### src/design/rebd_pkg.sv
// ----------------------------------------------------------------------------
// rebd_pkg
// Shared widths, register indexes, result codes and gesture state codes for
// the rotary encoder and button decoder.
// ----------------------------------------------------------------------------
package rebd_pkg;

    localparam int CFG_IDX_W    = 2;
    localparam int CFG_DATA_W   = 16;
    localparam int DETENT_W     = 7;
    localparam int SAMPLES_W    = 16;
    localparam int ROT_W        = 2;
    localparam int EDGE_W       = 2;
    localparam int GEST_W       = 3;
    localparam int HOLD_TICKS_W = 16;
    localparam int HOLD_SEC_W   = 15;
    localparam int SUM_W        = 8;
    localparam int STATE_W      = 4;

    localparam logic [CFG_IDX_W-1:0] REG_DETENT   = 2'd0;
    localparam logic [CFG_IDX_W-1:0] REG_DEBOUNCE = 2'd1;
    localparam logic [CFG_IDX_W-1:0] REG_TICK     = 2'd2;

    localparam logic [DETENT_W-1:0]  DETENT_RESET   = 7'd4;
    localparam logic [SAMPLES_W-1:0] DEBOUNCE_RESET = 16'd50;
    localparam logic [SAMPLES_W-1:0] TICK_RESET     = 16'd500;

    localparam logic [ROT_W-1:0] ROT_NONE = 2'd0;
    localparam logic [ROT_W-1:0] ROT_CW   = 2'd1;
    localparam logic [ROT_W-1:0] ROT_CCW  = 2'd2;

    localparam logic [EDGE_W-1:0] EDGE_NONE    = 2'd0;
    localparam logic [EDGE_W-1:0] EDGE_PRESS   = 2'd1;
    localparam logic [EDGE_W-1:0] EDGE_RELEASE = 2'd2;

    localparam logic [GEST_W-1:0] GEST_NONE   = 3'd0;
    localparam logic [GEST_W-1:0] GEST_CLICK  = 3'd1;
    localparam logic [GEST_W-1:0] GEST_DOUBLE = 3'd2;
    localparam logic [GEST_W-1:0] GEST_TRIPLE = 3'd3;
    localparam logic [GEST_W-1:0] GEST_HOLD   = 3'd4;

    localparam logic [STATE_W-1:0] ST_START   = 4'd0;
    localparam logic [STATE_W-1:0] ST_DOWN    = 4'd1;
    localparam logic [STATE_W-1:0] ST_CLICK   = 4'd2;
    localparam logic [STATE_W-1:0] ST_DOWN2   = 4'd3;
    localparam logic [STATE_W-1:0] ST_CLICK2  = 4'd4;
    localparam logic [STATE_W-1:0] ST_DOWN3   = 4'd5;
    localparam logic [STATE_W-1:0] ST_CLICK3  = 4'd6;
    localparam logic [STATE_W-1:0] ST_HOLD    = 4'd7;
    localparam logic [STATE_W-1:0] ST_INVALID = 4'd8;

    typedef struct packed {
        logic press;
        logic release_ev;
        logic tick;
    } button_event_t;

    // old A/B in the upper bits, new A/B in the lower bits
    function automatic logic signed [1:0] quad_step(input logic [3:0] idx);
        logic signed [1:0] step;
        case (idx) inside
            4'd1, 4'd7, 4'd8, 4'd14:  step = -2'sd1;
            4'd2, 4'd4, 4'd11, 4'd13: step = 2'sd1;
            default:                  step = 2'sd0;
        endcase
        return step;
    endfunction

endpackage

### src/design/rebd_ifs.sv
// ----------------------------------------------------------------------------
// rebd channel interfaces
// Valid/ready channels for pin samples, decoded results and register writes.
// ----------------------------------------------------------------------------
interface rebd_sample_if;
    logic valid;
    logic ready;
    logic pin_a;
    logic pin_b;
    logic button_level;

    modport source (output valid, output pin_a, output pin_b, output button_level,
                    input ready);
    modport sink   (input valid, input pin_a, input pin_b, input button_level,
                    output ready);
endinterface

interface rebd_result_if;
    import rebd_pkg::*;
    logic                  valid;
    logic                  ready;
    logic [ROT_W-1:0]      rotation;
    logic [EDGE_W-1:0]     button_edge;
    logic [GEST_W-1:0]     gesture;
    logic [HOLD_SEC_W-1:0] hold_seconds;

    modport source (output valid, output rotation, output button_edge, output gesture,
                    output hold_seconds, input ready);
    modport sink   (input valid, input rotation, input button_edge, input gesture,
                    input hold_seconds, output ready);
endinterface

interface rebd_cfg_if;
    import rebd_pkg::*;
    logic                  valid;
    logic                  ready;
    logic [CFG_IDX_W-1:0]  index;
    logic [CFG_DATA_W-1:0] data;

    modport source (output valid, output index, output data, input ready);
    modport sink   (input valid, input index, input data, output ready);
endinterface

### src/design/rebd_quad.sv
// ----------------------------------------------------------------------------
// rebd_quad
// Quadrature step accumulator: table lookup on old/new A/B, detent compare.
// ----------------------------------------------------------------------------
module rebd_quad (
    input  logic                           clk,
    input  logic                           rst_n,
    input  logic                           fire,
    input  logic                           pin_a,
    input  logic                           pin_b,
    input  logic [rebd_pkg::DETENT_W-1:0]  detent_steps,
    output logic [rebd_pkg::ROT_W-1:0]     rotation
);
    import rebd_pkg::*;

    logic                    prev_a_reg;
    logic                    prev_b_reg;
    logic signed [SUM_W-1:0] step_sum_reg;
    logic signed [SUM_W-1:0] step_sum_next;
    logic signed [1:0]       step;
    logic signed [SUM_W-1:0] sum_stepped;
    logic signed [SUM_W-1:0] lim;
    logic signed [SUM_W-1:0] neg_lim;

    always_comb
    begin
        step        = quad_step({prev_a_reg, prev_b_reg, pin_a, pin_b});
        sum_stepped = step_sum_reg + SUM_W'(step);
        lim         = SUM_W'({1'b0, detent_steps});
        neg_lim     = -lim;
        if (sum_stepped >= lim)
        begin
            rotation      = ROT_CW;
            step_sum_next = '0;
        end
        else if (sum_stepped <= neg_lim)
        begin
            rotation      = ROT_CCW;
            step_sum_next = '0;
        end
        else
        begin
            rotation      = ROT_NONE;
            step_sum_next = sum_stepped;
        end
    end

    always_ff @(posedge clk or negedge rst_n)
    begin
        if (!rst_n)
        begin
            prev_a_reg   <= 1'b1;
            prev_b_reg   <= 1'b1;
            step_sum_reg <= '0;
        end
        else if (fire)
        begin
            prev_a_reg   <= pin_a;
            prev_b_reg   <= pin_b;
            step_sum_reg <= step_sum_next;
        end
    end

endmodule

### src/design/rebd_debounce.sv
// ----------------------------------------------------------------------------
// rebd_debounce
// Button debounce and periodic tick timers; emits press, release and tick.
// ----------------------------------------------------------------------------
module rebd_debounce #(
    parameter int TIMER_BITS = 16
) (
    input  logic                            clk,
    input  logic                            rst_n,
    input  logic                            fire,
    input  logic                            button_level,
    input  logic [rebd_pkg::SAMPLES_W-1:0]  debounce_samples,
    input  logic [rebd_pkg::SAMPLES_W-1:0]  tick_samples,
    output rebd_pkg::button_event_t         events,
    output logic [rebd_pkg::EDGE_W-1:0]     button_edge
);
    import rebd_pkg::*;

    localparam int CMP_W = (TIMER_BITS > SAMPLES_W) ? TIMER_BITS : SAMPLES_W;

    logic                  prev_button_reg;
    logic                  prev_button_next;
    logic                  busy_reg;
    logic                  busy_next;
    logic [TIMER_BITS-1:0] deb_elapsed_reg;
    logic [TIMER_BITS-1:0] deb_elapsed_next;
    logic [TIMER_BITS-1:0] tick_elapsed_reg;
    logic [TIMER_BITS-1:0] tick_elapsed_next;
    logic [TIMER_BITS-1:0] deb_inc;
    logic [TIMER_BITS-1:0] tick_mid;

    always_comb
    begin
        deb_inc           = deb_elapsed_reg + 1'b1;
        tick_mid          = tick_elapsed_reg + 1'b1;
        prev_button_next  = prev_button_reg;
        busy_next         = busy_reg;
        deb_elapsed_next  = deb_inc;
        tick_elapsed_next = tick_mid;
        events            = '0;
        button_edge       = EDGE_NONE;
        if (button_level != prev_button_reg)
        begin
            prev_button_next = button_level;
            busy_next        = 1'b1;
            deb_elapsed_next = '0;
        end
        else
        begin
            if (busy_reg && (CMP_W'(deb_inc) >= CMP_W'(debounce_samples)))
            begin
                busy_next = 1'b0;
                tick_mid  = '0;
                if (button_level)
                begin
                    button_edge       = EDGE_RELEASE;
                    events.release_ev = 1'b1;
                end
                else
                begin
                    button_edge  = EDGE_PRESS;
                    events.press = 1'b1;
                end
            end
            if (CMP_W'(tick_mid) >= CMP_W'(tick_samples))
            begin
                tick_elapsed_next = '0;
                events.tick       = 1'b1;
            end
            else
            begin
                tick_elapsed_next = tick_mid;
            end
        end
    end

    always_ff @(posedge clk or negedge rst_n)
    begin
        if (!rst_n)
        begin
            prev_button_reg  <= 1'b1;
            busy_reg         <= 1'b0;
            deb_elapsed_reg  <= '0;
            tick_elapsed_reg <= '0;
        end
        else if (fire)
        begin
            prev_button_reg  <= prev_button_next;
            busy_reg         <= busy_next;
            deb_elapsed_reg  <= deb_elapsed_next;
            tick_elapsed_reg <= tick_elapsed_next;
        end
    end

endmodule

### src/design/rebd_gesture.sv
// ----------------------------------------------------------------------------
// rebd_gesture
// Nine-state click/hold machine; a button event then a tick may both apply
// in one sample.
// ----------------------------------------------------------------------------
module rebd_gesture (
    input  logic                             clk,
    input  logic                             rst_n,
    input  logic                             fire,
    input  rebd_pkg::button_event_t          events,
    output logic [rebd_pkg::GEST_W-1:0]      gesture,
    output logic [rebd_pkg::HOLD_SEC_W-1:0]  hold_seconds
);
    import rebd_pkg::*;

    localparam logic [1:0] EV_PRESS   = 2'd0;
    localparam logic [1:0] EV_RELEASE = 2'd1;
    localparam logic [1:0] EV_TICK    = 2'd2;

    typedef struct packed {
        logic [STATE_W-1:0]      state;
        logic [HOLD_TICKS_W-1:0] hold;
        logic [GEST_W-1:0]       gest;
    } gesture_ctx_t;

    function automatic logic [STATE_W-1:0] sel3(input logic [1:0] ev,
                                                input logic [STATE_W-1:0] on_press,
                                                input logic [STATE_W-1:0] on_release,
                                                input logic [STATE_W-1:0] on_tick);
        logic [STATE_W-1:0] res;
        unique case (ev)
            EV_PRESS:   res = on_press;
            EV_RELEASE: res = on_release;
            default:    res = on_tick;
        endcase
        return res;
    endfunction

    function automatic gesture_ctx_t fsm_step(input gesture_ctx_t ctx, input logic [1:0] ev);
        logic [STATE_W-1:0] cur;
        logic [STATE_W-1:0] nxt;
        logic [GEST_W-1:0]  g;
        gesture_ctx_t       res;
        cur = (ctx.state > ST_INVALID) ? ST_INVALID : ctx.state;
        g   = GEST_NONE;
        unique case (cur)
            ST_START:  nxt = sel3(ev, ST_DOWN,    ST_START,  ST_START);
            ST_DOWN:   nxt = sel3(ev, ST_DOWN,    ST_CLICK,  ST_HOLD);
            ST_CLICK:  nxt = sel3(ev, ST_DOWN2,   ST_CLICK,  ST_START);
            ST_DOWN2:  nxt = sel3(ev, ST_DOWN2,   ST_CLICK2, ST_INVALID);
            ST_CLICK2: nxt = sel3(ev, ST_DOWN3,   ST_CLICK2, ST_START);
            ST_DOWN3:  nxt = sel3(ev, ST_DOWN3,   ST_CLICK3, ST_INVALID);
            ST_CLICK3: nxt = sel3(ev, ST_INVALID, ST_CLICK3, ST_START);
            ST_HOLD:   nxt = sel3(ev, ST_HOLD,    ST_START,  ST_HOLD);
            default:   nxt = sel3(ev, ST_INVALID, ST_START,  ST_INVALID);
        endcase
        if (ev == EV_TICK)
        begin
            unique case (cur)
                ST_DOWN:   g = GEST_HOLD;
                ST_CLICK:  g = GEST_CLICK;
                ST_CLICK2: g = GEST_DOUBLE;
                ST_CLICK3: g = GEST_TRIPLE;
                ST_HOLD:   g = GEST_HOLD;
                default:   g = GEST_NONE;
            endcase
        end
        res.hold = ctx.hold;
        if (nxt == ST_HOLD)
        begin
            res.hold = ((cur != ST_HOLD) ? '0 : ctx.hold) + 1'b1;
        end
        res.state = nxt;
        // hold reported on every second tick only
        res.gest  = (g == GEST_HOLD && res.hold[0]) ? GEST_NONE : g;
        return res;
    endfunction

    logic [STATE_W-1:0]      state_reg;
    logic [HOLD_TICKS_W-1:0] hold_ticks_reg;
    gesture_ctx_t            ctx_cur;
    gesture_ctx_t            ctx_btn;
    gesture_ctx_t            ctx_next;

    always_comb
    begin
        ctx_cur = '{state: state_reg, hold: hold_ticks_reg, gest: GEST_NONE};
        if (events.press)
        begin
            ctx_btn = fsm_step(ctx_cur, EV_PRESS);
        end
        else if (events.release_ev)
        begin
            ctx_btn = fsm_step(ctx_cur, EV_RELEASE);
        end
        else
        begin
            ctx_btn = ctx_cur;
        end
        ctx_next     = events.tick ? fsm_step(ctx_btn, EV_TICK) : ctx_btn;
        gesture      = events.tick ? ctx_next.gest : GEST_NONE;
        hold_seconds = ctx_next.hold[HOLD_TICKS_W-1:1];
    end

    always_ff @(posedge clk or negedge rst_n)
    begin
        if (!rst_n)
        begin
            state_reg      <= ST_START;
            hold_ticks_reg <= '0;
        end
        else if (fire)
        begin
            state_reg      <= ctx_next.state;
            hold_ticks_reg <= ctx_next.hold;
        end
    end

endmodule

### src/design/rotary_encoder_button_decoder.sv
// ----------------------------------------------------------------------------
// rotary_encoder_button_decoder
// Path: each sample passes the input register, then the result register; a
// stall on the result channel can hold it in either register.
// Throughput: one sample per cycle, held only by backpressure on the result
// channel. Reset clears the decoder state and loads register defaults
// (detent 4, debounce 50, tick 500).
// ----------------------------------------------------------------------------
module rotary_encoder_button_decoder #(
    parameter int TIMER_BITS = 16
) (
    input  logic                  clk,
    input  logic                  rst_n,
    rebd_sample_if.sink           sample_in,
    rebd_result_if.source         result_out,
    rebd_cfg_if.sink              cfg
);
    import rebd_pkg::*;

    logic [DETENT_W-1:0]  detent_steps_reg;
    logic [SAMPLES_W-1:0] debounce_samples_reg;
    logic [SAMPLES_W-1:0] tick_samples_reg;

    logic in_valid_reg;
    logic in_valid_next;
    logic pin_a_reg;
    logic pin_b_reg;
    logic button_level_reg;

    logic                  out_valid_reg;
    logic                  out_valid_next;
    logic [ROT_W-1:0]      rotation_reg;
    logic [EDGE_W-1:0]     button_edge_reg;
    logic [GEST_W-1:0]     gesture_reg;
    logic [HOLD_SEC_W-1:0] hold_seconds_reg;

    logic                  advance;
    logic                  fire;
    logic [ROT_W-1:0]      rotation_next;
    logic [EDGE_W-1:0]     button_edge_next;
    logic [GEST_W-1:0]     gesture_next;
    logic [HOLD_SEC_W-1:0] hold_seconds_next;
    button_event_t         events;

    assign cfg.ready = 1'b1;

    always_ff @(posedge clk or negedge rst_n)
    begin
        if (!rst_n)
        begin
            detent_steps_reg     <= DETENT_RESET;
            debounce_samples_reg <= DEBOUNCE_RESET;
            tick_samples_reg     <= TICK_RESET;
        end
        else if (cfg.valid)
        begin
            case (cfg.index)
                REG_DETENT:   detent_steps_reg     <= cfg.data[DETENT_W-1:0];
                REG_DEBOUNCE: debounce_samples_reg <= cfg.data[SAMPLES_W-1:0];
                REG_TICK:     tick_samples_reg     <= cfg.data[SAMPLES_W-1:0];
                default:      ;
            endcase
        end
    end

    assign advance         = !out_valid_reg || result_out.ready;
    assign fire            = in_valid_reg && advance;
    assign sample_in.ready = !in_valid_reg || advance;
    assign in_valid_next   = sample_in.ready ? sample_in.valid : in_valid_reg;
    assign out_valid_next  = advance ? in_valid_reg : out_valid_reg;

    always_ff @(posedge clk or negedge rst_n)
    begin
        if (!rst_n)
        begin
            in_valid_reg  <= 1'b0;
            out_valid_reg <= 1'b0;
        end
        else
        begin
            in_valid_reg  <= in_valid_next;
            out_valid_reg <= out_valid_next;
        end
    end

    always_ff @(posedge clk)
    begin
        if (sample_in.valid && sample_in.ready)
        begin
            pin_a_reg        <= sample_in.pin_a;
            pin_b_reg        <= sample_in.pin_b;
            button_level_reg <= sample_in.button_level;
        end
        if (fire)
        begin
            rotation_reg     <= rotation_next;
            button_edge_reg  <= button_edge_next;
            gesture_reg      <= gesture_next;
            hold_seconds_reg <= hold_seconds_next;
        end
    end

    rebd_quad u_quad (
        .clk          (clk),
        .rst_n        (rst_n),
        .fire         (fire),
        .pin_a        (pin_a_reg),
        .pin_b        (pin_b_reg),
        .detent_steps (detent_steps_reg),
        .rotation     (rotation_next)
    );

    rebd_debounce #(
        .TIMER_BITS (TIMER_BITS)
    ) u_debounce (
        .clk              (clk),
        .rst_n            (rst_n),
        .fire             (fire),
        .button_level     (button_level_reg),
        .debounce_samples (debounce_samples_reg),
        .tick_samples     (tick_samples_reg),
        .events           (events),
        .button_edge      (button_edge_next)
    );

    rebd_gesture u_gesture (
        .clk          (clk),
        .rst_n        (rst_n),
        .fire         (fire),
        .events       (events),
        .gesture      (gesture_next),
        .hold_seconds (hold_seconds_next)
    );

    assign result_out.valid        = out_valid_reg;
    assign result_out.rotation     = rotation_reg;
    assign result_out.button_edge  = button_edge_reg;
    assign result_out.gesture      = gesture_reg;
    assign result_out.hold_seconds = hold_seconds_reg;

endmodule

### src/flat_wrapper.sv
// flat-port wrapper written by rule: the top's interface ports become plain ports
module rotary_encoder_button_decoder_flat import rebd_pkg::*;
#(
    parameter int TIMER_BITS = 16
)
  (clk, rst_n, sample_in_valid, sample_in_pin_a, sample_in_pin_b, sample_in_button_level, sample_in_ready, result_out_valid, result_out_rotation, result_out_button_edge, result_out_gesture, result_out_hold_seconds, result_out_ready, cfg_valid, cfg_index, cfg_data, cfg_ready);
  rebd_sample_if sample_in_i ();
  rebd_result_if result_out_i ();
  rebd_cfg_if cfg_i ();
  input  logic clk;
  input  logic rst_n;
  input wire logic [$bits(sample_in_i.valid)-1:0] sample_in_valid;
  input wire logic [$bits(sample_in_i.pin_a)-1:0] sample_in_pin_a;
  input wire logic [$bits(sample_in_i.pin_b)-1:0] sample_in_pin_b;
  input wire logic [$bits(sample_in_i.button_level)-1:0] sample_in_button_level;
  output wire logic [$bits(sample_in_i.ready)-1:0] sample_in_ready;
  output wire logic [$bits(result_out_i.valid)-1:0] result_out_valid;
  output wire logic [$bits(result_out_i.rotation)-1:0] result_out_rotation;
  output wire logic [$bits(result_out_i.button_edge)-1:0] result_out_button_edge;
  output wire logic [$bits(result_out_i.gesture)-1:0] result_out_gesture;
  output wire logic [$bits(result_out_i.hold_seconds)-1:0] result_out_hold_seconds;
  input wire logic [$bits(result_out_i.ready)-1:0] result_out_ready;
  input wire logic [$bits(cfg_i.valid)-1:0] cfg_valid;
  input wire logic [$bits(cfg_i.index)-1:0] cfg_index;
  input wire logic [$bits(cfg_i.data)-1:0] cfg_data;
  output wire logic [$bits(cfg_i.ready)-1:0] cfg_ready;
  assign sample_in_i.valid = sample_in_valid;
  assign sample_in_i.pin_a = sample_in_pin_a;
  assign sample_in_i.pin_b = sample_in_pin_b;
  assign sample_in_i.button_level = sample_in_button_level;
  assign sample_in_ready = sample_in_i.ready;
  assign result_out_valid = result_out_i.valid;
  assign result_out_rotation = result_out_i.rotation;
  assign result_out_button_edge = result_out_i.button_edge;
  assign result_out_gesture = result_out_i.gesture;
  assign result_out_hold_seconds = result_out_i.hold_seconds;
  assign result_out_i.ready = result_out_ready;
  assign cfg_i.valid = cfg_valid;
  assign cfg_i.index = cfg_index;
  assign cfg_i.data = cfg_data;
  assign cfg_ready = cfg_i.ready;
  rotary_encoder_button_decoder #(.TIMER_BITS(TIMER_BITS)) u_core (.clk(clk), .rst_n(rst_n), .sample_in(sample_in_i), .result_out(result_out_i), .cfg(cfg_i));
endmodule
### config.mk
export PLATFORM = sky130hd
export DESIGN_NAME = rotary_encoder_button_decoder_flat
export DESIGN_NICKNAME = d
export VERILOG_FILES = /design/src/design/rebd_pkg.sv /design/src/design/rebd_ifs.sv /design/src/design/rebd_quad.sv /design/src/design/rebd_debounce.sv /design/src/design/rebd_gesture.sv /design/src/design/rotary_encoder_button_decoder.sv /design/src/flat_wrapper.sv
export SDC_FILE = /design/constraint.sdc
export NUM_CORES = 1
export LEC_CHECK = 0
export ABC_AREA = 1
export BUFFER_PORTS_ARGS = -buffer_cell sky130_fd_sc_hd__buf_4
export CAP_MARGIN = 20
export CELL_PAD_IN_SITES_DETAIL_PLACEMENT = 0
export CELL_PAD_IN_SITES_GLOBAL_PLACEMENT = 2
export CORE_UTILIZATION = 25
export CTS_CLUSTER_DIAMETER = 60
export CTS_CLUSTER_SIZE = 10
export DETAILED_ROUTE_END_ITERATION = 8
export PLACE_DENSITY = 0.56
export SLEW_MARGIN = 30
export SYNTH_ARGS = -nofsm -noshare
export SYNTH_HDL_FRONTEND = slang
export SYNTH_SLANG_ARGS = --single-unit
### constraint.sdc
create_clock -name clk -period 8.35 [get_ports clk]
set_input_delay 0.4175 -clock clk [delete_from_list [all_inputs] [get_ports clk]]
set_output_delay 0.4175 -clock clk [all_outputs]
set_load 0.05 [all_outputs]
# Word level (Yosys, flattened, before mapping)
# Index checks and enable logic that the tools add are counted.
[totals]
wordCells = 127
out_inout_bits = 25
register_bits = 130
[op_classes]
add_sub_neg = 6
mux = 36
n_reduce_logical = 28
magnitude_cmp = 6
bitwise = 1
n_eq_ne = 29
[ops]
columns = ["op", "count"]
rows = [
  ["16-bit 2-to-1 mux", 10],
  ["23-bit 2-to-1 mux", 3],
  ["16-bit by 1-bit adder with 16-bit output, second input constant", 4],
  ["4-bit by 3-bit == test with 1-bit output, second input constant", 12],
  ["16-bit >= comparator", 2],
  ["4-bit 2-to-1 mux", 5],
  ["4-bit by 2-bit == test with 1-bit output, second input constant", 4],
  ["4-bit == test, second input constant", 4],
  ["8-bit 2-to-1 mux", 2],
  ["4-bit case mux with 4 select lines", 1],
  ["2-bit OR reduction", 8],
  ["4-bit by 1-bit == test with 1-bit output, second input constant", 3],
  ["3-bit case mux with 4 select lines", 1],
  ["4-bit OR reduction", 3],
  ["2-bit AND reduction", 5],
  ["3-bit case mux with 3 select lines", 1],
  ["8-bit by 2-bit adder with 8-bit output", 1],
  ["8-bit >= comparator", 1],
  ["4-bit > comparator, second input constant", 2],
  ["8-bit less-or-equal comparator", 1],
  ["4-bit logical NOT", 2],
  ["2-bit 2-to-1 mux", 4],
  ["4-bit by 3-bit inequality test with 1-bit output, second input constant", 2],
  ["7-bit negator with 8-bit output", 1],
  ["13 further kinds", 24],
]

# Depth between registers and ports, before layout
# Gate-level depths: netlist of the first run.
[logic_depth]
ltp_word = 24
ltp_mapped = 36

# By module
# From an unflattened synthesis of the first run, not the netlist that was laid out.
[unflattened]
hier_cells = 1202
area_unflattened_um2 = 9151.3
[modules_own_cells]
columns = ["module", "cells_per_inst", "area_each_um2", "instances", "seq_area_each_um2"]
rows = [
  ["rebd_debounce", 463, 3158.0, 1, 852.1],
  ["rotary_encoder_button_decoder", 213, 2529.9, 1, 1789.2],
  ["rebd_gesture", 335, 2165.8, 1, 500.5],
  ["rebd_quad", 191, 1297.5, 1, 252.7],
]

# Least setup slack after synthesis of the first run
# Ideal clock, no wire load.
[synth_path]
path_type = "register to register"
startpoint = "reg u_core.u_debounce.deb_elapsed_reg[0]"
endpoint = "reg u_core.u_debounce.tick_elapsed_reg[10]"
t_required_ns = 8.254
setup_time_ns = 0.096
path_buffers = 3
setup_slack_ns = 3.310
stages_incl_launch_ff = 32
arrival_ns = 4.944
path_cell_list = "dfrtp_1 > nand3_1 > nor3_1 > nand3_1 > nor3_1 > nand3_1 > nor2_1 > nand3_1 > nor2_1 > xor2_1 > inv_1 > ha_1 > nand2_1 > nor3_1 > nand2_2 > nand2_4 > nand2_1 > inv_1 > buf_1 > nor2_1 > ha_1 > a21oi_1 > nor2_1 > a211oi_1 > o221ai_1 > nand2_1 > nand3_1 > nand2_1 > clkbuf_1 > nand2_1 > clkbuf_1 > o31ai_1"
[synth_via]
elab_chain_cells = 8
[synth_rtl]
columns = ["item", "line_no", "text"]
rows = [
  ["start: declaration", "rebd_debounce.sv:25", "logic [TIMER_BITS-1:0] deb_elapsed_reg;"],
  ["start signal: assignment", "rebd_debounce.sv:90", "deb_elapsed_reg <= deb_elapsed_next;"],
  ["16-bit by 1-bit adder with 16-bit output (*)", "rebd_debounce.sv:34", "deb_inc = deb_elapsed_reg + 1'b1;"],
  ["16-bit >= comparator (*)", "rebd_debounce.sv:50", "if (busy_reg && (CMP_W'(deb_inc) >= CMP_W'(debounce_samples)))"],
  ["1-bit logical AND (*)", "rebd_debounce.sv:50", ""],
  ["16-bit 2-to-1 mux (*)", "rebd_debounce.sv:50", ""],
  ["16-bit 2-to-1 mux (*)", "rebd_debounce.sv:42", "if (button_level != prev_button_reg)"],
  ["16-bit >= comparator", "rebd_debounce.sv:65", "if (CMP_W'(tick_mid) >= CMP_W'(tick_samples))"],
  ["16-bit 2-to-1 mux (*)", "rebd_debounce.sv:65", ""],
  ["16-bit 2-to-1 mux (*)", "rebd_debounce.sv:42", ""],
  ["end signal: assignment", "rebd_debounce.sv:91", "tick_elapsed_reg <= tick_elapsed_next;"],
  ["end: declaration", "rebd_debounce.sv:27", "logic [TIMER_BITS-1:0] tick_elapsed_reg;"],
]
# Mark *: on every way between the ends. The rest lies on a longest branch, timed or not. The select of a mux whose other input is x is not followed.
# A chain may end at the register's enable or synchronous reset.

# Worst setup path in the final report of the first run
[layout_path]
startpoint = "reg u_core.u_debounce.deb_elapsed_reg[0]"
endpoint = "reg u_core.hold_seconds_reg[7] (netlist: u_core.result_out.hold_seconds[7]), data pin"
[layout_via]
elab_chain_cells = 15
elab_cells_between_ends = 28
[layout_rtl]
columns = ["item", "line_no", "text"]
rows = [
  ["16-bit by 1-bit adder with 16-bit output (*)", "rebd_debounce.sv:34", ""],
  ["16-bit >= comparator (*)", "rebd_debounce.sv:50", ""],
  ["1-bit logical AND (*)", "rebd_debounce.sv:50", ""],
  ["2-bit 2-to-1 mux", "rebd_debounce.sv:50", ""],
  ["3-bit 2-to-1 mux (*)", "rebd_debounce.sv:42", ""],
  ["parallel branches: the longest is 9 deep, another holds 16-bit by 1-bit adder with 16-bit output", "n/a", ""],
  ["23-bit 2-to-1 mux (*)", "rebd_gesture.sv:100", "ctx_next = events.tick ? fsm_step(ctx_btn, EV_TICK) : ctx_btn;"],
  ["via u_core.hold_seconds_next[7]", "rotary_encoder_button_decoder.sv:42", "logic [HOLD_SEC_W-1:0] hold_seconds_next;"],
  ["end signal: assignment", "rotary_encoder_button_decoder.sv:99", "hold_seconds_reg <= hold_seconds_next;"],
  ["end: declaration", "rotary_encoder_button_decoder.sv:35", "logic [HOLD_SEC_W-1:0] hold_seconds_reg;"],
]
# Mark *: on every way through the listed nets, which the timed path passes. The select of a mux whose other input is x is not followed.

==> flow_metrics.py, run 1 <==
metrics = {
    "sta": {
        "hold_viol": 0,
        "drv_slew": 0,
        "finalClockSkew_ns": 0.01442,
        "hold_slack_ns": 0.1606,
        "tightest_slew_ns": 0.9053,
        "fin_ws_ns": 2.025,
        "layout_min_cycle_time_ns": 6.325,
        "rsz0062_at_grt": "no",
        "maxSlewHeadroom_pct": 39.65,
        "tns_ns": 0,
        "period_share_pct": 75.74,
        "fmax_mhz": 158.1,
        "setup_viol": 0,
    },
    "floorplan": {
        "die_w_um": 186.4,
        "start_util_pct": 25.40,
        "ios": 51,
        "core-area_um2": 33450,
        "dieArea_um2": 34730,
        "rows": 67,
        "die_h_um": 186.4,
    },
    "logic_synthesis": {
        "synthMuxAreaShare_pct": 0,
        "synthAdderAreaFrac_pct": 8.776,
        "synth_top_area_share_pct": 27.09,
        "synth_area_per_cell_um2": 7.889,
        "ys_ff_latch": 130,
        "synth_compound_area_share_pct": 11.59,
        "synth-edff-count": 25,
        "ys_seq_area_share_pct": 39.95,
        "synthSimpleGateAreaFrac_pct": 23.69,
        "syn_area_um2": 8497,
        "netlist-cell-type-count": 56,
        "synth_xor_area_share_pct": 6.185,
        "synthArstFlopShare_pct": 80.77,
        "yosys-top-cells-area": "dfrtp_1 27%, nand2_1 11%, edfxtp_1 8.8%, ha_1 8.5%, inv_1 7.6%",
        "yosys_most_used_dff": "dfrtp_1",
        "yosysWarnings": 0,
        "syn_inst": 1077,
        "synthesis.nets": 1162,
        "synth.largest_area_cell": "dfrtp_1",
        "synth_top_family_by_area": "simple AND/OR/NAND/NOR gates",
    },
    "setup_path": {
        "cpMaxStageDelayCell": "dfrtp_1",
        "cpPeakStageDelay_ns": 0.40,
        "cp.arrival_ns": 6.52,
        "cp_max_fo": 15,
        "cp-end-kind": "register",
        "critPathRequiredTime_ns": 8.54,
        "critical-path-top-delay-family": "simple AND/OR/NAND/NOR gates",
        "cpMostUsedCell": "nand2_1",
        "path_buf_inv": 4,
        "start_kind": "register",
        "worst-setup-path-type": "reg2reg",
    },
    "status": {
        "status": "completed",
    },
    "detailed_routing": {
        "drc_errors": 0,
        "avgRoutedWirePerCell_um": 14.58,
        "vias": 6694,
        "dr.pass1.iters": 4,
        "ant_nets": 0,
        "drt-vias-per-instance": 4.226,
        "routed_wl_um": 23090,
        "drtIter0Drc": 312,
    },
    "cells_and_area": {
        "syn_to_final_growth_pct": 17.58,
        "diodes": 0,
        "num-nets-final": 1208,
        "post_route_cells_drive_above_1_share_pct": 12.32,
        "stdcell_area_um2": 9991,
        "nFillCells": 3585,
        "final-seq-area_um2": 3395,
        "multiInputGateArea_um2": 4275,
    },
    "clocking": {
        "hold_buffers": 1,
        "cts.clk_slew.worst_paths_ns": 0.06,
        "cts_buffers": 17,
        "htreeDepth": 4,
        "cts_setup_buffers": 0,
        "cts.sink_count": 130,
        "clockBufferDepth": 2,
        "cts_resized": 0,
        "cts_tree": "done",
        "clkLatencyLatePin_ns": 0.44,
        "cts_root_buf": "clkbuf_16",
    },
    "power_and_ir_drop": {
        "power_frac_seq_pct": 30.5,
        "p_int_w": 0.001697,
        "power_switching_w": 0.001214,
        "p_leak_nw": 4.851,
        "power_density_nw_per_um2": 291.4,
        "p_clk_share_pct": 29.0,
        "power.share.combinational_pct": 40.5,
        "peakVddDrop_mv": 0.1611,
        "sw_frac_of_total_pct": 41.71,
    },
    "global_routing": {
        "antenna_found_initial": 0,
        "overflow": 0,
        "grt_max_degree": 61,
        "grt_pass1_wl_um": 38210,
        "track_usage_pct": 14.13,
        "grt_pass1_vias": 6943,
    },
    "placed_design": {
        "dpl_cell_area_um2": 9328,
        "place_ws_ns": 1.939,
        "gp_congestion": 0.7653,
        "dpl.hpwl_um": 16880,
        "portBuffers": 49,
    },
    "job": {
        "drv_cap": 0,
    },
    "worst_hold_path": {
        "holdCritPathClass": "in2reg",
    },
}
==> kinds of logic (layout without fill, tap and decap cells) <==
logic type / Yosys count / in the layout
buf+inv: 208 / 267
other cells: 1 / 1
xor+xnor: 60 / 60
simple gates: 449 / 449
compound gates: 170 / 170
flops: 130 / 130
fa+ha+maj: 59 / 59
==> placed cells by master, fill, tap and decap left out, drive strengths merged, types with 2 or more instances in the layout <==
cell	instances
a211oi	2
a21boi	2
a21oi	34
a22o	3
a31oi	2
and2	2
buf	55
bufinv	3
clkbuf	20
clkinv	5
dfrtp	92
dfstp	13
edfxtp	25
ha	58
inv	183
nand2	264
nand3	56
nand4	21
nor2	79
nor3	22
o21ai	90
o21bai	4
o221ai	2
o22ai	9
o31ai	18
or2	2
xnor2	10
xor2	50
==> Yosys cell counts, types with 6 or more instances <==
cell type and count:
a21oi_1 32, clkbuf_1 16, dfrtp_1 92, dfstp_2 13, edfxtp_1 25, ha_1 58, inv_1 172, nand2_1 256
nand2_2 6, nand3_1 52, nand4_1 18, nor2_1 70, nor3_1 20, o21ai_0 85, o22ai_1 9, o31ai_1 18
xnor2_1 10, xor2_1 50
==> worst register-to-register path, delay by kind of cell, from the launching register on <==
| kind | cells | cell delay [ns] |
|---|---|---|
| buffers and inverters | 4 | 0.86 |
| and+or+nand+nor | 22 | 3.51 |
| adders and majority gates | 2 | 0.59 |
| DFF | 1 | 0.40 |
| AOI/OAI and AO/OA | 3 | 0.52 |
| xor gates and xnor gates | 1 | 0.19 |
==> cell type report <==
type                    instances  share of cell area [%]
flip-flops and latches        130                   33.98
repair buffers                 56                   4.358
clock buffers                  20                   4.897
multi-input cells             739                   42.79
inverters                     179                   6.725
clock inverters                12                   1.641
well taps                     448                   5.611
==> final timing paths <==
kind | startpoint | to | slack (ns) | cells past startpoint
setup / recovery | u_core.u_debounce.deb_elapsed_reg[0] | u_core.result_out.hold_seconds[7] | 2.03 | 32
hold / removal | sample_in_button_level | u_core.button_level_reg | 0.16 | 1
setup reg to reg | u_core.u_debounce.deb_elapsed_reg[0] | u_core.result_out.hold_seconds[7] | 2.03 | 32
hold reg to reg | u_core.u_debounce.tick_elapsed_reg[13] | u_core.u_debounce.tick_elapsed_reg[13] | 0.48 | 2
max in group asynchronous | rst_n | u_core.u_debounce.tick_elapsed_reg[1] | 6.86 | 3
min in group asynchronous | rst_n | u_core.u_gesture.hold_ticks_reg[4] | 0.46 | 2
==> power groups by stage <==
stage | Sequential [W] | Clock, W | Combinational, W
after floorplan | 0.000958 | 0 | 0.000824
after global placement | 0.000900 | 0 | 0.00121
after detailed placement | 0.000897 | 0 | 0.00120
after CTS | 0.000888 | 0.000872 | 0.00121
after global routing | 0.000906 | 0.000899 | 0.00136
final | 0.000887 | 0.000844 | 0.00118
==> per-layer routing <==
layer	track usage (%)	share of wire [%]
met2	23.08	47
met5	0	0
met3	2.614	2.4
met4	4.577	1.1
met1	18.75	50
==> through the flow <==
step / power [W] / cells / utilization, %
after floorplan: 0.001782 / 1077 / -
after global placement: 0.002112 / 1550 / 27.83
after detailed placement: 0.002099 / 1551 / 27.89
after CTS: 0.002968 / 1584 / 29.87
after global routing: 0.003163 / 1584 / 29.87
final: 0.002911 / 1584 / 29.87
No activity file was read; power rests on OpenSTA's default activity.
==> run 2: changes to the inputs <==
- PLACE_DENSITY: 0.56 -> 0.58
- clock period: 8.35 -> 5.3 ns (I/O delays scaled with it)
==> flow_metrics.py, run 2 (synthesis gave the netlist of run 1 again) <==
metrics = {
    "status": {
        "status": "completed",
    },
    "setup_path": {
        "critPathRequiredTime_ns": 5.59,
        "path_buf_inv": 7,
        "cpMostUsedCell": "nand3_2",
        "reg2reg_depth": 34,
        "worstReg2RegEnd": "u_core.u_gesture.hold_ticks_reg[2]",
        "cp.arrival_ns": 5.21,
        "r2r_start": "u_core.u_debounce.deb_elapsed_reg[0]",
        "ff2ff_setup_slack_ns": 0.37,
        "start_kind": "register",
        "critical-path-top-delay-family": "simple AND/OR/NAND/NOR gates",
        "cp_max_fo": 8,
        "worst-setup-path-type": "reg2reg",
        "cpMaxStageDelayCell": "dfrtp_1",
        "cpPeakStageDelay_ns": 0.42,
        "cp-end-kind": "register",
    },
    "placed_design": {
        "dpl_cell_area_um2": 9552,
        "portBuffers": 49,
        "gp_congestion": 0.7775,
        "dpl.hpwl_um": 17340,
    },
    "detailed_routing": {
        "drt-vias-per-instance": 4.278,
        "routed_wl_um": 23560,
        "highest_layer": "met4",
        "ant_nets": 0,
        "avgRoutedWirePerCell_um": 14.52,
        "wl_met3_um": 588,
        "wl_met1_um": 11680,
        "met2WireLength_um": 11070,
        "drc_errors": 0,
        "dr.pass1.iters": 6,
        "drtIter0Drc": 438,
        "vias": 6943,
    },
    "cells_and_area": {
        "num-nets-final": 1247,
        "layout_commonest_cell": "nand2_1",
        "syn_to_final_growth_pct": 22.93,
        "mostFrequentLayoutCells": "250 x nand2_1, 169 x inv_1, 92 x dfrtp_1",
        "stdcell_area_um2": 10450,
        "post_route_cells_drive_above_1_share_pct": 17.87,
        "diodes": 0,
    },
    "clocking": {
        "cts_tree": "done",
        "cts_root_buf": "clkbuf_16",
        "cts.clk_slew.worst_paths_ns": 0.06,
        "clkLatencyLatePin_ns": 0.44,
        "clockBufferDepth": 2,
        "cts_buffers": 17,
        "htreeDepth": 4,
        "cts.sink_count": 130,
    },
    "sta": {
        "maxSlewHeadroom_pct": 39.30,
        "finalClockSkew_ns": 0.01286,
        "layout_min_cycle_time_ns": 4.926,
        "drv_slew": 0,
        "setup_viol": 0,
        "fmax_mhz": 203.0,
        "hold_viol": 0,
        "tightest_slew_ns": 0.9104,
        "period_share_pct": 92.94,
    },
    "power_and_ir_drop": {
        "sw_frac_of_total_pct": 41.98,
        "p_leak_nw": 5.081,
        "power_frac_seq_pct": 30.3,
        "p_total_w": 0.004612,
        "p_clk_share_pct": 26.1,
        "power.share.combinational_pct": 43.7,
        "p_int_w": 0.002676,
        "power_density_nw_per_um2": 441.5,
        "peakVddDrop_mv": 0.2512,
        "power_switching_w": 0.001936,
    },
    "floorplan": {
        "dieArea_um2": 34730,
        "start_util_pct": 25.40,
        "rows": 67,
        "die_w_um": 186.4,
        "core-area_um2": 33450,
        "die_h_um": 186.4,
        "ios": 51,
    },
    "job": {
        "drv_cap": 0,
    },
    "global_routing": {
        "overflow": 0,
        "antenna_found_initial": 0,
        "grt_pass1_vias": 7148,
        "grt_max_degree": 64,
        "grt_pass1_wl_um": 38850,
        "track_usage_pct": 14.40,
    },
    "worst_hold_path": {
        "hold_path_depth": 3,
        "holdCritPathClass": "in2reg",
        "hold_path.startpoint": "sample_in_valid",
        "min_to": "u_core.in_valid_reg",
    },
}
==> run 2: changes by cell type in the layout (fill, tap and decap cells not counted), sizes merged <==
cell         change
dlygate4sd3      +3
clkinvlp         +2
clkbuf           +3
buf             +36
bufinv           -1
inv              -6
clkinv           +2
==> run 2: how the worst max path moves through the flow <==
stage / startpoint / endpoint / slack (ns) / depth (start not counted)
3_3_place_gp: u_core.u_debounce.deb_elapsed_reg[0] / u_core.u_gesture.hold_ticks_reg[13] / 0.09 / 36
5_1_grt: u_core.u_debounce.deb_elapsed_reg[0] / u_core.result_out.hold_seconds[7] / -0.03 / 33
4_1_cts: u_core.u_debounce.deb_elapsed_reg[0] / u_core.u_gesture.hold_ticks_reg[13] / 0.05 / 36
3_5_place_dp: u_core.u_debounce.deb_elapsed_reg[0] / u_core.u_gesture.hold_ticks_reg[13] / 0.10 / 36
6_report: u_core.u_debounce.deb_elapsed_reg[0] / u_core.u_gesture.hold_ticks_reg[2] / 0.37 / 34
2_1_floorplan: u_core.u_debounce.deb_elapsed_reg[0] / u_core.u_debounce.tick_elapsed_reg[10] / 0.26 / 31
==> run 2: area by class of cell <==
type                    count  area [um2]
flip-flops and latches    130        3395
multi-input cells         739        4458
inverters                 179       673.1
clock buffers              23       479.2
well taps                 448       560.5
clock inverters             9       103.9
fillers                  3599       23000
repair buffers             95       775.7
==> run 2: power by group through the flow <==
| stage | clock network [W] | registers, W | logic, W |
|---|---|---|---|
| after global placement | 0 | 0.00142 | 0.00199 |
| after detailed placement | 0 | 0.00141 | 0.00197 |
| final | 0.00120 | 0.00140 | 0.00201 |
| after floorplan | 0 | 0.00151 | 0.00130 |
| after CTS | 0.00125 | 0.00140 | 0.00199 |
| after global routing | 0.00129 | 0.00143 | 0.00231 |
==> run 2: through the flow <==
step,cells,TNS [ns],hold WS [ns],util [%],worst slack [ns]
2_1_floorplan,1077,0,-0.03059,-,0.2601
3_3_place_gp,1578,0,0.4488,28.53,0.08874
3_5_place_dp,1578,0,0.3427,28.56,0.1001
4_1_cts,1614,0,0.02758,30.42,0.05044
5_1_grt,1623,-0.08675,0.06676,31.23,-0.03192
6_report,1623,0,0.05150,31.23,0.3742
==> run 2: routing by layer <==
layer	vias to the layer above	global-route usage [%]
li1	3660	-
met1	3188	19.10
met2	79	23.42
met3	16	3.385
met4	0	3.719
met5	-	0
==> run 2: worst reg2reg max path: cells and delay by family (launching register included) <==
family	cells	cell delay, ns
AND/OR/NAND/NOR	22	2.45
XOR/XNOR	2	0.33
adder cells (fa/ha/maj)	2	0.63
flip-flops	1	0.42
buffers and inverters	7	0.87
AO/OA/AOI/OAI	1	0.10
==> run 2: what timing repair did <==
item,in CTS,in global routing
buffers inserted,0,9
setup endpoints to repair,0,54
hold buffers,4,0
hold endpoints to repair,62,0
gates resized for setup,0,53
==> run 3: changes to the inputs <==
- CORE_UTILIZATION: 25 -> 30
- PLACE_DENSITY: 0.58 -> 0.68
==> flow_metrics.py, run 3 (synthesis gave the netlist of run 1 again) <==
metrics = {
    "status": {
        "status": "completed",
    },
    "clocking": {
        "cts.clk_slew.worst_paths_ns": 0.06,
        "clkLatencyLatePin_ns": 0.43,
        "cts_tree": "done",
        "cts.sink_count": 130,
        "htreeDepth": 4,
        "cts_root_buf": "clkbuf_16",
        "clockBufferDepth": 2,
        "cts_buffers": 17,
    },
    "global_routing": {
        "track_usage_pct": 16.13,
        "antenna_found_initial": 0,
        "grt_max_degree": 61,
        "grt_pass1_wl_um": 36140,
        "overflow": 0,
        "use_met3_pct": 3.884,
        "busiest_layer": "met2",
        "grt.met2_usage_pct": 26.00,
        "met1_usage_pct": 21.69,
        "grt_pass1_vias": 6821,
    },
    "floorplan": {
        "dieArea_um2": 29000,
        "die_h_um": 170.3,
        "ios": 51,
        "core-area_um2": 27860,
        "rows": 61,
        "die_w_um": 170.3,
        "start_util_pct": 30.50,
    },
    "power_and_ir_drop": {
        "p_total_w": 0.004652,
        "p_leak_nw": 5.093,
        "power_density_nw_per_um2": 450.4,
        "peakVddDrop_mv": 0.2192,
    },
    "setup_path": {
        "r2r_start": "u_core.u_debounce.deb_elapsed_reg[0]",
        "worst-setup-path-type": "reg2reg",
        "cp-end-kind": "register",
        "reg2reg_depth": 35,
        "ff2ff_setup_slack_ns": 0.41,
        "cp.arrival_ns": 5.07,
        "cpMaxStageDelayCell": "dfrtp_1",
        "cp_max_fo": 8,
        "start_kind": "register",
        "cpPeakStageDelay_ns": 0.42,
        "critPathRequiredTime_ns": 5.48,
        "worstReg2RegEnd": "u_core.result_out.hold_seconds[7]",
    },
    "sta": {
        "drv_slew": 0,
        "hold_slack_ns": 0.03958,
        "period_share_pct": 92.30,
        "finalClockSkew_ns": 0.01419,
        "layout_min_cycle_time_ns": 4.892,
        "hold_viol": 0,
        "maxSlewHeadroom_pct": 43.96,
        "fmax_mhz": 204.4,
        "tns_ns": 0,
        "tightest_slew_ns": 0.8407,
        "setup_viol": 0,
    },
    "job": {
        "drv_cap": 0,
    },
    "worst_hold_path": {
        "holdCritPathClass": "in2reg",
        "hold_path_depth": 1,
        "hold_path.startpoint": "sample_in_button_level",
        "min_to": "u_core.button_level_reg",
    },
    "cells_and_area": {
        "diodes": 0,
        "nFillCells": 2892,
        "layout_commonest_cell": "nand2_1",
        "stdcell_area_um2": 10330,
        "mostFrequentLayoutCells": "252 x nand2_1, 170 x inv_1, 92 x dfrtp_1",
        "post_route_cells_drive_above_1_share_pct": 16.87,
        "num-nets-final": 1235,
        "final_util_pct": 37.08,
        "syn_to_final_growth_pct": 21.56,
    },
    "placed_design": {
        "dpl_cell_area_um2": 9340,
        "dpl.hpwl_um": 15820,
        "portBuffers": 49,
        "gp_congestion": 0.7811,
    },
    "detailed_routing": {
        "ant_nets": 0,
        "routed_wl_um": 21960,
        "drtIter0Drc": 386,
        "avgRoutedWirePerCell_um": 14.26,
        "drc_errors": 0,
        "vias": 6942,
        "dr.pass1.iters": 5,
        "drt-vias-per-instance": 4.508,
    },
}
==> run 3: cell types whose count changed in the layout (fill, tap and decap cells not counted), sizes merged <==
cell	before	now
buf	91	79
bufinv	2	3
clkinv	7	2
clkinvlp	2	1
dlygate4sd3	4	3
inv	177	182
==> run 3: repair_timing <==
| action | in CTS | in global routing |
|---|---|---|
| setup buffers | 0 | 12 |
| hold buffers | 3 | 0 |
| hold endpoints to repair | 45 | 0 |
| endpoints found under the setup margin | 5 | 54 |
| resized for setup | 1 | 43 |
| pin swaps | 0 | 22 |
| gates cloned | 0 | 1 |
==> run 3: critical path: cells and delay by family (launching register included) <==
family / cells / cell delay [ns]
AO/OA/AOI/OAI: 1 / 0.09
adder cells (fa/ha/maj): 2 / 0.48
buffers and inverters: 7 / 0.64
flip-flops: 1 / 0.42
XOR/XNOR: 1 / 0.19
AND/OR/NAND/NOR: 24 / 2.84
==> run 3: how the worst max path moves through the flow <==
stage | startpoint | end | slack [ns] | depth (start not counted)
floorplan | u_core.u_debounce.deb_elapsed_reg[0] | u_core.u_debounce.tick_elapsed_reg[10] | 0.26 | 31
global placement | u_core.u_debounce.deb_elapsed_reg[0] | u_core.result_out.hold_seconds[7] | 0.12 | 33
detailed placement | u_core.u_debounce.deb_elapsed_reg[0] | u_core.result_out.hold_seconds[7] | -0.01 | 33
CTS | u_core.u_debounce.deb_elapsed_reg[0] | u_core.result_out.hold_seconds[7] | 0.03 | 33
global route | u_core.u_debounce.deb_elapsed_reg[0] | u_core.result_out.hold_seconds[7] | -0.01 | 35
finish | u_core.u_debounce.deb_elapsed_reg[0] | u_core.result_out.hold_seconds[7] | 0.41 | 35
==> run 3: per-layer routing <==
metal	part of all wire, %	wire length, um	vias to the layer above
met5	0	0	-
met4	0.90	197	0
met3	3.2	711	9
met2	46	10040	91
met1	50	11000	3199
li1	-	-	3643
==> run 3: power breakdown <==
part	switching (W)	leakage, nW	internal [W]	total [W]
registers	0.000155	1.59	0.00125	0.00140
logic	0.00127	3.19	0.000667	0.00194
clock network	0.000475	0.321	0.000837	0.00131
==> run 3: cell type report <==
class | count | area [um2] | share of cell area [%]
timing repair buffer | 83 | 683.2 | 6.614
clock buffer | 22 | 516.7 | 5.003
sequential | 130 | 3395 | 32.86
inverter | 179 | 675.6 | 6.541
multi-input combinational | 739 | 4449 | 43.08
tap | 378 | 473.0 | 4.579
clock inverter | 9 | 136.4 | 1.320
==> run 3: metrics by stage <==
stage / std cells / setup slack, ns
after floorplan: 1077 / 0.2601
after global placement: 1493 / 0.1239
after detailed placement: 1493 / -0.01390
after CTS: 1527 / 0.03492
after global routing: 1540 / -0.01398
final: 1540 / 0.4083
